--- config.mk ---
export PLATFORM = sky130hd
export DESIGN_NAME = stepper_servo_motion_sequencer_top
export DESIGN_NICKNAME = d
export VERILOG_FILES = /design/src/rtl/core/smsq_pkg.sv /design/src/rtl/core/smsq_state.sv /design/src/rtl/core/stepper_servo_motion_sequencer_top.sv
export VERILOG_INCLUDE_DIRS = /design/src /design/src/rtl/core
export SDC_FILE = /design/constraint.sdc
export NUM_CORES = 1
export LEC_CHECK = 0
export ABC_AREA = 1
export ABC_CLOCK_PERIOD_IN_PS = 2300
export BUFFER_PORTS_ARGS = -buffer_cell sky130_fd_sc_hd__buf_2
export CAP_MARGIN = 15
export CORE_MARGIN = 5
export CORE_UTILIZATION = 35
export DETAILED_ROUTE_END_ITERATION = 12
export PLACE_DENSITY = 0.63
export SETUP_SLACK_MARGIN = 0.4
export SYNTH_ARGS = -nofsm -noshare
export SYNTH_HDL_FRONTEND = slang
export SYNTH_SLANG_ARGS = --single-unit
--- constraint.sdc ---
create_clock -name clk -period 2.3 [get_ports clk]
set_input_delay 0.46 -clock clk [delete_from_list [all_inputs] [get_ports clk]]
set_output_delay 0.46 -clock clk [all_outputs]
set_load 0.03 [all_outputs]
--- src/rtl/core/stepper_servo_motion_sequencer_top_defines.svh ---
// ----------------------------------------------------------------------------
// Stepper and servo sequencer assertion macros
// Shared assertion forms for the sequencer RTL.
// ----------------------------------------------------------------------------
`ifndef STEPPER_SERVO_MOTION_SEQUENCER_TOP_DEFINES_SVH
`define STEPPER_SERVO_MOTION_SEQUENCER_TOP_DEFINES_SVH

// Same-cycle implication, disabled while reset is high.
`define SMSQ_ASSERT_IMP(label, clk, rst, ante, cons) \
  label: assert property (@(posedge clk) disable iff (rst) (ante) |-> (cons)) \
    else $error("sequencer assertion failed");

// Next-cycle implication, disabled while reset is high.
`define SMSQ_ASSERT_NEXT(label, clk, rst, ante, cons) \
  label: assert property (@(posedge clk) disable iff (rst) (ante) |=> (cons)) \
    else $error("sequencer assertion failed");

`endif

--- src/rtl/core/smsq_pkg.sv ---
// ----------------------------------------------------------------------------
// Stepper and servo sequencer package
// Codes, reset values, the half-step table and shared types.
// ----------------------------------------------------------------------------
package smsq_pkg;

  localparam int unsigned POS_W      = 8;
  localparam int unsigned COIL_W     = 4;
  localparam int unsigned PHASE_W    = 3;
  localparam int unsigned MODE_W     = 2;
  localparam int unsigned CFG_DATA_W = 8;
  localparam int unsigned CFG_IDX_W  = 2;

  // Event kinds carried by the mode field.
  localparam logic [MODE_W-1:0] MODE_SERVO   = 2'd0;
  localparam logic [MODE_W-1:0] MODE_SWEEP   = 2'd1;
  localparam logic [MODE_W-1:0] MODE_STEPPER = 2'd2;

  // Configuration register indexes.
  localparam logic [CFG_IDX_W-1:0] REG_SWEEP_UPPER   = 2'd0;
  localparam logic [CFG_IDX_W-1:0] REG_SWEEP_LOWER   = 2'd1;
  localparam logic [CFG_IDX_W-1:0] REG_FLIP_INTERVAL = 2'd2;

  localparam logic [POS_W-1:0] SWEEP_UPPER_RST   = 8'd35;
  localparam logic [POS_W-1:0] SWEEP_LOWER_RST   = 8'd8;
  localparam logic [POS_W-1:0] FLIP_INTERVAL_RST = 8'd10;
  localparam logic [POS_W-1:0] POSITION_RST      = 8'd25;
  localparam logic [POS_W-1:0] POSITION_MAX      = 8'd255;

  typedef struct packed {
    logic [POS_W-1:0] sweep_upper;
    logic [POS_W-1:0] sweep_lower;
    logic [POS_W-1:0] flip_interval;
  } cfg_t;

  // Visible part of the sequencer state.
  typedef struct packed {
    logic [COIL_W-1:0] coils;
    logic              pulse_high;
    logic [POS_W-1:0]  reload_value;
    logic [POS_W-1:0]  position;
    logic              dir_forward;
  } status_t;

  function automatic logic [COIL_W-1:0] half_step(input logic [PHASE_W-1:0] phase);
    logic [COIL_W-1:0] pattern;
    case (phase)
      3'd0: pattern = 4'd3;
      3'd1: pattern = 4'd2;
      3'd2: pattern = 4'd6;
      3'd3: pattern = 4'd4;
      3'd4: pattern = 4'd12;
      3'd5: pattern = 4'd8;
      3'd6: pattern = 4'd9;
      default: pattern = 4'd1;
    endcase
    return pattern;
  endfunction

endpackage

--- src/rtl/core/smsq_state.sv ---
// ----------------------------------------------------------------------------
// Sequencer state
// Holds servo, sweep and stepper state and computes the update for one word.
// ----------------------------------------------------------------------------
module smsq_state (
  input  logic                          clk,
  input  logic                          rst,
  input  logic                          advance,
  input  logic [smsq_pkg::MODE_W-1:0]   mode,
  input  logic                          enabled,
  input  smsq_pkg::cfg_t                cfg,
  output smsq_pkg::status_t             status,
  output smsq_pkg::status_t             status_next
);

  logic [smsq_pkg::POS_W-1:0]   position, position_next;
  logic                         sweep_down, sweep_down_next;
  logic [smsq_pkg::POS_W-1:0]   flip_count, flip_count_next;
  logic                         dir_forward, dir_forward_next;
  logic [smsq_pkg::PHASE_W-1:0] step_phase, step_phase_next;
  logic [smsq_pkg::COIL_W-1:0]  coils, coils_next;
  logic                         pulse_high, pulse_high_next;
  logic [smsq_pkg::POS_W-1:0]   reload_value, reload_value_next;
  logic [smsq_pkg::POS_W-1:0]   flip_inc;
  logic [smsq_pkg::POS_W-1:0]   pos_moved;

  always_comb begin
    position_next     = position;
    sweep_down_next   = sweep_down;
    flip_count_next   = flip_count;
    dir_forward_next  = dir_forward;
    step_phase_next   = step_phase;
    coils_next        = coils;
    pulse_high_next   = pulse_high;
    reload_value_next = reload_value;
    flip_inc          = flip_count + 8'd1;
    pos_moved         = position;

    if (enabled) begin
      case (mode)
        smsq_pkg::MODE_SERVO: begin
          // A high phase reloads the complement of the position.
          pulse_high_next   = !pulse_high;
          reload_value_next = pulse_high ? position : (smsq_pkg::POSITION_MAX - position);
        end
        smsq_pkg::MODE_SWEEP: begin
          if (flip_inc == cfg.flip_interval) begin
            dir_forward_next = !dir_forward;
            flip_count_next  = '0;
          end else begin
            flip_count_next  = flip_inc;
          end
          // The position saturates at both ends before the bounds are tested.
          if (!sweep_down) begin
            pos_moved = (position == smsq_pkg::POSITION_MAX) ? position : position + 8'd1;
            if (pos_moved >= cfg.sweep_upper) begin
              sweep_down_next = 1'b1;
            end
          end else begin
            pos_moved = (position == '0) ? position : position - 8'd1;
            if (pos_moved <= cfg.sweep_lower) begin
              sweep_down_next = 1'b0;
            end
          end
          position_next = pos_moved;
        end
        smsq_pkg::MODE_STEPPER: begin
          coils_next      = smsq_pkg::half_step(step_phase);
          step_phase_next = dir_forward ? step_phase + 3'd1 : step_phase - 3'd1;
        end
        default: begin
        end
      endcase
    end
  end

  always_ff @(posedge clk) begin
    if (rst) begin
      position     <= smsq_pkg::POSITION_RST;
      sweep_down   <= 1'b0;
      flip_count   <= '0;
      dir_forward  <= 1'b0;
      step_phase   <= '0;
      coils        <= '0;
      pulse_high   <= 1'b0;
      reload_value <= '0;
    end else if (advance) begin
      position     <= position_next;
      sweep_down   <= sweep_down_next;
      flip_count   <= flip_count_next;
      dir_forward  <= dir_forward_next;
      step_phase   <= step_phase_next;
      coils        <= coils_next;
      pulse_high   <= pulse_high_next;
      reload_value <= reload_value_next;
    end
  end

  assign status.coils        = coils;
  assign status.pulse_high   = pulse_high;
  assign status.reload_value = reload_value;
  assign status.position     = position;
  assign status.dir_forward  = dir_forward;

  assign status_next.coils        = coils_next;
  assign status_next.pulse_high   = pulse_high_next;
  assign status_next.reload_value = reload_value_next;
  assign status_next.position     = position_next;
  assign status_next.dir_forward  = dir_forward_next;

endmodule

--- src/rtl/core/stepper_servo_motion_sequencer_top.sv ---
// ----------------------------------------------------------------------------
// Stepper and servo motion sequencer
// Tick events drive a servo pulse phase, a triangle sweep and a half-step
// stepper; each event word yields one output word with the new outputs.
// ----------------------------------------------------------------------------
//   Channel  Handshake                 Payload
//   input    in_valid / in_stall       mode, motors_enabled
//   output   out_valid / out_stall     coil_pattern, servo_level, phase_reload,
//                                      servo_position, forward
//   config   cfg_write                 cfg_index, cfg_data
//
// One word per cycle while the output is not stalled. A word is held in the
// input register, then moves on to the output register. Reset is synchronous
// and brings up state, configuration and valid flags at their defaults.
// A stalled output holds its word; the input register still fills behind it.
// ----------------------------------------------------------------------------
`include "stepper_servo_motion_sequencer_top_defines.svh"

module stepper_servo_motion_sequencer_top (
  input  logic                              clk,
  input  logic                              rst,
  input  logic                              in_valid,
  output logic                              in_stall,
  input  logic [smsq_pkg::MODE_W-1:0]       mode,
  input  logic                              motors_enabled,
  output logic                              out_valid,
  input  logic                              out_stall,
  output logic [smsq_pkg::COIL_W-1:0]       coil_pattern,
  output logic                              servo_level,
  output logic [smsq_pkg::POS_W-1:0]        phase_reload,
  output logic [smsq_pkg::POS_W-1:0]        servo_position,
  output logic                              forward,
  input  logic                              cfg_write,
  input  logic [smsq_pkg::CFG_IDX_W-1:0]    cfg_index,
  input  logic [smsq_pkg::CFG_DATA_W-1:0]   cfg_data
);

  logic                        a_valid;
  logic [smsq_pkg::MODE_W-1:0] a_mode;
  logic                        a_enabled;
  logic                        advance;
  logic                        accept_in;
  smsq_pkg::cfg_t              cfg;
  smsq_pkg::status_t           status;
  smsq_pkg::status_t           status_next;

  // The held word moves on when the output register is empty or draining.
  assign advance   = a_valid && (!out_valid || !out_stall);
  assign in_stall  = a_valid && !advance;
  assign accept_in = in_valid && !in_stall;

  always_ff @(posedge clk) begin
    if (rst) begin
      cfg.sweep_upper   <= smsq_pkg::SWEEP_UPPER_RST;
      cfg.sweep_lower   <= smsq_pkg::SWEEP_LOWER_RST;
      cfg.flip_interval <= smsq_pkg::FLIP_INTERVAL_RST;
    end else if (cfg_write) begin
      case (cfg_index)
        smsq_pkg::REG_SWEEP_UPPER:   cfg.sweep_upper   <= cfg_data;
        smsq_pkg::REG_SWEEP_LOWER:   cfg.sweep_lower   <= cfg_data;
        smsq_pkg::REG_FLIP_INTERVAL: cfg.flip_interval <= cfg_data;
        default: begin
        end
      endcase
    end
  end

  always_ff @(posedge clk) begin
    if (rst) begin
      a_valid   <= 1'b0;
      out_valid <= 1'b0;
    end else begin
      if (accept_in) begin
        a_valid <= 1'b1;
      end else if (advance) begin
        a_valid <= 1'b0;
      end
      if (advance) begin
        out_valid <= 1'b1;
      end else if (!out_stall) begin
        out_valid <= 1'b0;
      end
    end
  end

  always_ff @(posedge clk) begin
    if (accept_in) begin
      a_mode    <= mode;
      a_enabled <= motors_enabled;
    end
    if (advance) begin
      coil_pattern   <= status_next.coils;
      servo_level    <= a_enabled && status_next.pulse_high;
      phase_reload   <= status_next.reload_value;
      servo_position <= status_next.position;
      forward        <= status_next.dir_forward;
    end
  end

  smsq_state u_state (
    .clk         (clk),
    .rst         (rst),
    .advance     (advance),
    .mode        (a_mode),
    .enabled     (a_enabled),
    .cfg         (cfg),
    .status      (status),
    .status_next (status_next)
  );

  `SMSQ_ASSERT_IMP(a_disabled_holds, clk, rst, advance && !a_enabled, status_next == status)
  `SMSQ_ASSERT_IMP(a_pos_only_on_sweep, clk, rst,
    advance && a_mode != smsq_pkg::MODE_SWEEP, status_next.position == status.position)
  `SMSQ_ASSERT_IMP(a_coil_half_step, clk, rst, out_valid && coil_pattern != '0,
    $countones(coil_pattern) == 1 || $countones(coil_pattern) == 2)
  `SMSQ_ASSERT_NEXT(a_advance_fills_out, clk, rst, advance, out_valid)

endmodule

==> out/qor.yml, run 1 <==
place_area_um2: 5250
cellInternalPower_mw: 2.63
async_flop_share_pct: 0
start_util_pct: 35.9
fin_ws_ns: 0.102
fp.dieW_um: 127
final_cells: 845
switching_power_mw: 0.915
hold_path_depth: 1
rr_worst_depth: 16
cp_common_cell: "o21ai_1"
synth_area_leaders: "dfxtp_1, edfxtp_1, nand2_1"
final_area_um2: 5740
syn_nets: 648
cp-start-kind: "flip-flop"
yosys_warnings: 0
leakage_nw: 2.48
maxCapViolCount: 0
worst_pin_slew_ns: 0.485
regToRegStartpoint: "u_state.position[0]"
grt_overflow_total: 0
endpoint_kind: "flip-flop"
layout_common_cells: "nand2_1, inv_1, dfxtp_1"
status: "completed"
vias: 4156
cts_tree: "yes"
synth_ff_type: "dfxtp_1"
final_layout_size_suffix_gt1_share_pct: 24.4
finalHoldViolCount: 0
syn_inst: 604
gp_congestion: 0.902
grt_util_all_layers_pct: 15.0
crit_chain: "inv_4, ha_4, nand3_4, nor3_4, inv_2, nand2_2, o21ai_1, ha_1, a21oi_1, o21ai_1, nand2_1, o211ai_1, o21ai_1, nand3_1, nand2_1, nor2_1"
synth.avg_cell_area_um2: 7.93
dp.cells: 819
path_clk_slew_ns: 0.06
skew_ns: 0.00737
crit_type: "reg -> reg"
num-nets-final: 708
antenna_cells: 0
layout_commonest_cell: "nand2_1"
wl_um: 12000
critPathMaxFanout: 7
required_ns: 2.54
synth_edf_count: 25
yosys.area.top_type: "dfxtp_1"
slew_headroom_pct: 67.6
grt_pass1_wl_um: 19500
core_um2: 13300
max_freq_mhz: 455
yosysUniqueCellTypes: 49
min_from: "mode[0]"
hold_path.class: "in -> reg"
rsz0062_at_grt: "true"
area_growth_pct: 20.0
root_buffer: "clkbuf_16"
netlist_area_um2: 4790
drtIter0Drc: 264
ios: 42
vias_per_cell: 4.92
pwr-share-comb_pct: 11.9
cts_hold_buffers: 0
htree_levels: 3
cts_buffers: 9
vdd_ir_drop_max_v: 0.000363
clk_path_buf_depth: 2
grt_max_degree: 39
port_buffers: 41
fp.dieH_um: 127
ys_seq_elements: 85
place_ws_ns: -0.0410
dr.pass1.iters: 4
p_per_area_nw_per_um2: 617
antenna_left: 0
power_frac_seq_pct: 46.5
wire_per_inst_um: 14.2
slew_viol_final: 0
cp-startpoint: "u_state.position[0]"
clkPwrFrac_pct: 41.6
row_count: 42
drc: 0
setup_viol: 0
cts.sinks: 85
antenna_found_initial: 0
yosysTopAreaCellShare_pct: 25.1
grt_pass1_vias: 3999
clock_latency_ns: 0.35
place.detailed.hpwl_um: 8630
slowest_stage: "dfxtp_4"
finalCritPeriodShare_pct: 95.6
switching_share_pct: 25.8
dieArea_um2: 16100
layout_min_cycle_time_ns: 2.20
critical_path_arrival_ns: 2.43
synth_seq_area_share_pct: 40.8
crit_path_max_incr_delay_ns: 0.37
flip-flops by register name (all words and copies together) (netlist names), 2 cells and up:
signal and count:
u_state.coils 4, cfg 24, servo_position 8, coil_pattern 4, u_state.flip_count 8, u_state.step_phase 3
u_state.position 8, phase_reload 8, u_state.reload_value 8, a_mode 2
final timing paths:
path / slack (ns) / endpoint
setup / recovery: 0.10 / u_state.sweep_down
hold reg to reg: 0.46 / cfg[12]
setup reg to reg: 0.10 / u_state.sweep_down
hold / removal: 0.30 / a_mode[0]
routing by layer:
layer | vias up | GRT usage (%) | part of all wire, %
li1 | 2116 | - | -
met1 | 1934 | 18.8 | 46
met2 | 90 | 25.1 | 48
met3 | 16 | 3.99 | 4.9
met4 | 0 | 4.54 | 1.3
met5 | - | 0 | 0
cells by family (layout without fill, tap and decap cells):
family	count (synthesis)	count (layout)	synth area share, %
xor+xnor	18	18	3.29
compound gates	129	129	15.2
flops	85	85	40.8
simple gates	236	236	23.7
fa+ha+maj	26	26	6.80
mux	1	1	0.235
buf+inv	109	174	9.98
synth_stat cells, types with 2 or more instances:
library cell and count:
a211oi_1 2, ha_1 26, edfxtp_1 25, a21oi_1 51, nand2_1 102, o211ai_1 6
nand3_1 39, nand2_2 8, buf_4 2, nand4_1 11, nor2_4 5, xor2_1 14
inv_1 74, nand2_4 3, o21a_1 2, nand3_2 3, nor2_1 50, o21ai_0 53
buf_6 6, o22ai_1 2, o21ai_2 3, nor3_1 5, clkbuf_1 10, xnor2_1 4
o21bai_1 2, buf_2 6, inv_2 6, nor2_2 3, dfxtp_1 60, o22ai_2 2
final cells by class:
cell class / count / area [µm²]
clock buffer: 12 / 246
clock inverter: 4 / 48.8
fill: 1311 / 7600
timing repair buffer: 73 / 445
timing repair inverter: 1 / 5.00
sequential: 85 / 1970
multi-input combinational: 410 / 2470
inverter: 84 / 333
tap: 176 / 220
stage by stage:
step | hold slack, ns | TNS, ns | power, mW | util (%)
final | 0.299 | 0 | 3.54 | 43.0
after detailed placement | 0.461 | -0.0410 | 2.09 | 39.3
after floorplan | 0.433 | 0 | 1.97 | -
after global routing | 0.277 | -0.0709 | 3.69 | 43.0
after global placement | 0.454 | 0 | 2.08 | 39.3
after CTS | 0.284 | 0 | 3.56 | 42.4
power by group through the flow:
stage | clock, mW | combinational, mW | sequential, mW
5_1_grt | 1.56 | 0.472 | 1.66
2_1_floorplan | 0 | 0.260 | 1.71
3_5_place_dp | 0 | 0.404 | 1.68
4_1_cts | 1.50 | 0.414 | 1.65
3_3_place_gp | 0 | 0.393 | 1.68
6_report | 1.47 | 0.422 | 1.65
repair_timing:
action,CTS,global route
pin swaps,12,10
resized for setup,14,23
gates cloned,0,1
buffers inserted,7,2
setup endpoints to repair,4,19
worst max-delay path, delay by kind of cell, from the launching register on:
| family | cells | cell delay, ns |
|---|---|---|
| AND/OR/NAND/NOR | 7 | 0.57 |
| AO/OA/AOI/OAI | 5 | 0.49 |
| adder cells (fa/ha/maj) | 2 | 0.43 |
| flip-flops | 1 | 0.37 |
| buffers and inverters | 2 | 0.21 |
Power figures use the tool's default switching activity.
==> inputs of run 2 (changes only) <==
Settings changed: ABC_AREA 1 to 0.
==> run 2 against run 1 <==
The run now ends with negative setup slack left. First-iteration DRC count is 6.8% lower. Critical path depth is 1 lower. Non-clock buffer count is 62 higher. Power is 0.87% higher. Worst hold slack worse by 0.0066 ns. Register-to-register slack worse by 0.24 ns. Cell count is 0.71% lower. Via count is 3.0% higher. Clock skew is 0.0012 ns lower. Routed wire length is 7.5% higher. Critical path type unchanged. Critical endpoint is now servo_position[1]. Largest cell class unchanged.
==> out/qor.yml, run 2 <==
ys_seq_elements: 85
regMostFlops: "cfg"
drtIter0Drc: 246
hold_path.class: "in -> reg"
layout_common_cells: "buf_4, nand2_1, nor2_1"
root_buffer: "clkbuf_16"
hold_path_depth: 1
crit_type: "reg -> reg"
status: "complete, but fails checks"
vias: 4281
ios: 42
endpoint_kind: "flip-flop"
vdd_ir_drop_max_v: 0.000412
critical_path_arrival_ns: 2.50
synth_commonest_cells: "nand2_1, dfxtp_1, nor2_1"
grt_util_all_layers_pct: 15.9
port_buffers: 41
required_ns: 2.36
skew_ns: 0.00619
synth_area_leaders: "dfxtp_1, edfxtp_1, ha_1"
cellInternalPower_mw: 2.65
async_flop_share_pct: 0
pwr-share-comb_pct: 13.8
failed_checks: "negative setup slack"
rsz0062_at_grt: "true"
fp.dieH_um: 126
antenna_cells: 0
finalHoldViolCount: 0
setup_tns_ns: -0.359
vias_per_cell: 5.10
cts_tree: "yes"
switching_share_pct: 25.8
max_freq_mhz: 411
p_per_area_nw_per_um2: 535
synth_edf_count: 25
drc: 0
synth.avg_cell_area_um2: 8.65
place.detailed.hpwl_um: 8650
grt_max_degree: 31
yosys.area.top_type: "dfxtp_1"
grt_pass1_vias: 4337
gp_congestion: 0.890
timing.hold.ws_ns: 0.292
post-route-util_pct: 50.4
antenna_found_initial: 0
fin_ws_ns: -0.135
antenna_left: 0
critPathMaxFanout: 4
wire_per_inst_um: 15.3
finalPower_mw: 3.57
start_util_pct: 35.7
yosysUniqueCellTypes: 65
slew_headroom_pct: 42.7
path_clk_slew_ns: 0.06
syn_nets: 591
core_um2: 13200
wl_um: 12900
dr.pass1.iters: 5
synth_seq_area_share_pct: 41.3
leakage_nw: 2.67
cts_hold_buffers: 0
syn_inst: 547
reg2reg_slack_ns: -0.14
largest_reg_flops: 24
area_growth_pct: 41.2
layout_commonest_cell: "buf_4"
grt_overflow_total: 0
dieArea_um2: 15900
num-nets-final: 702
finalCritPeriodShare_pct: 106
yosysMostFrequentCell: "nand2_1"
cp-start-kind: "flip-flop"
cts_buffers: 9
switching_power_mw: 0.924
setup_viol: 5
clkPwrFrac_pct: 40.4
fp.dieW_um: 126
power_frac_seq_pct: 45.8
yosys_warnings: 0
synth_ff_type: "dfxtp_1"
slew_viol_final: 0
rr_worst_depth: 15
worst_pin_slew_ns: 0.858
htree_levels: 3
yosysTopAreaCellShare_pct: 25.4
clk_path_buf_depth: 2
row_count: 42
cts.sinks: 85
maxCapViolCount: 0
clock_latency_ns: 0.34
final_layout_size_suffix_gt1_share_pct: 38.3
netlist_area_um2: 4730
layout_min_cycle_time_ns: 2.44
grt_pass1_wl_um: 20800
run 2: cell types whose count changed in the layout (fill, tap and decap cells not counted), moves of 20 or more:
cell,before,now
buf_6,0,24
nand3_1,37,10
o21ai_0,49,24
a21oi_1,49,29
nand2_1,100,67
buf_4,32,70
inv_1,69,18
run 2: area by class of cell:
| class | count | area, µm² |
|---|---|---|
| Multi-Input combinational cell | 402 | 3070 |
| Sequential cell | 85 | 1990 |
| Inverter | 25 | 109 |
| Clock buffer | 9 | 225 |
| Fill cell | 1222 | 6560 |
| Timing Repair Buffer | 135 | 1000 |
| Tap cell | 176 | 220 |
| Clock inverter | 7 | 72.6 |
run 2: through the flow:
stage,setup WS (ns),instances,instance area [µm²]
CTS,-0.0826,832,6300
finish,-0.135,839,6680
global placement,-0.153,782,5470
global route,-0.235,839,6680
detailed placement,-0.182,782,5470
floorplan,-0.108,547,4830
run 2: layer usage:
layer | wire, µm | global-route usage [%]
met1 | 5750 | 19.9
met2 | 6170 | 26.5
met3 | 625 | 4.19
met4 | 320 | 5.36
met5 | 0 | 0
run 2: power by group through the flow:
stage / sequential (mW) / clock [mW] / combinational (mW)
after floorplan: 1.69 / 0 / 0.235
after global placement: 1.66 / 0 / 0.370
after detailed placement: 1.67 / 0 / 0.381
after CTS: 1.63 / 1.48 / 0.429
after global routing: 1.65 / 1.55 / 0.541
final: 1.64 / 1.44 / 0.493
run 2: timing repair:
| item | 4_1_cts | 5_1_grt |
|---|---|---|
| pin swaps | 28 | 28 |
| setup endpoints to repair | 20 | 26 |
| gates resized for setup | 73 | 69 |
| setup buffers | 34 | 7 |
run 2: worst paths after layout:
kind,to,start
max reg2reg,servo_position[1],u_state.position[1]
min reg2reg,u_state.reload_value[4],u_state.reload_value[4]
min,a_mode[0],mode[0]
max,servo_position[1],u_state.position[1]
run 2: cell families (layout without fill, tap and decap cells):
family                     after synthesis  count (layout)  share of synthesized area (%)
AOI/OAI and AO/OA                      118             118                           15.2
and+or+nand+nor                        207             207                           21.0
DFF                                     85              85                           41.3
xor gates and xnor gates                26              26                           4.97
buffers and inverters                   60             176                           5.29
muxes                                   25              25                           5.42
adders and majority gates               26              26                           6.88
run 2: worst max-delay path: stages (launching register included):
cell and delay [ns]:
dfxtp_4 0.38, clkinv_4 0.06, ha_4 0.11, nor4b_4 0.25, nand2_1 0.16, buf_6 0.15
buf_6 0.10, buf_6 0.10, buf_6 0.10, buf_6 0.10, buf_6 0.10, buf_6 0.10
buf_6 0.10, buf_6 0.11, o22ai_4 0.14, a21oi_2 0.08
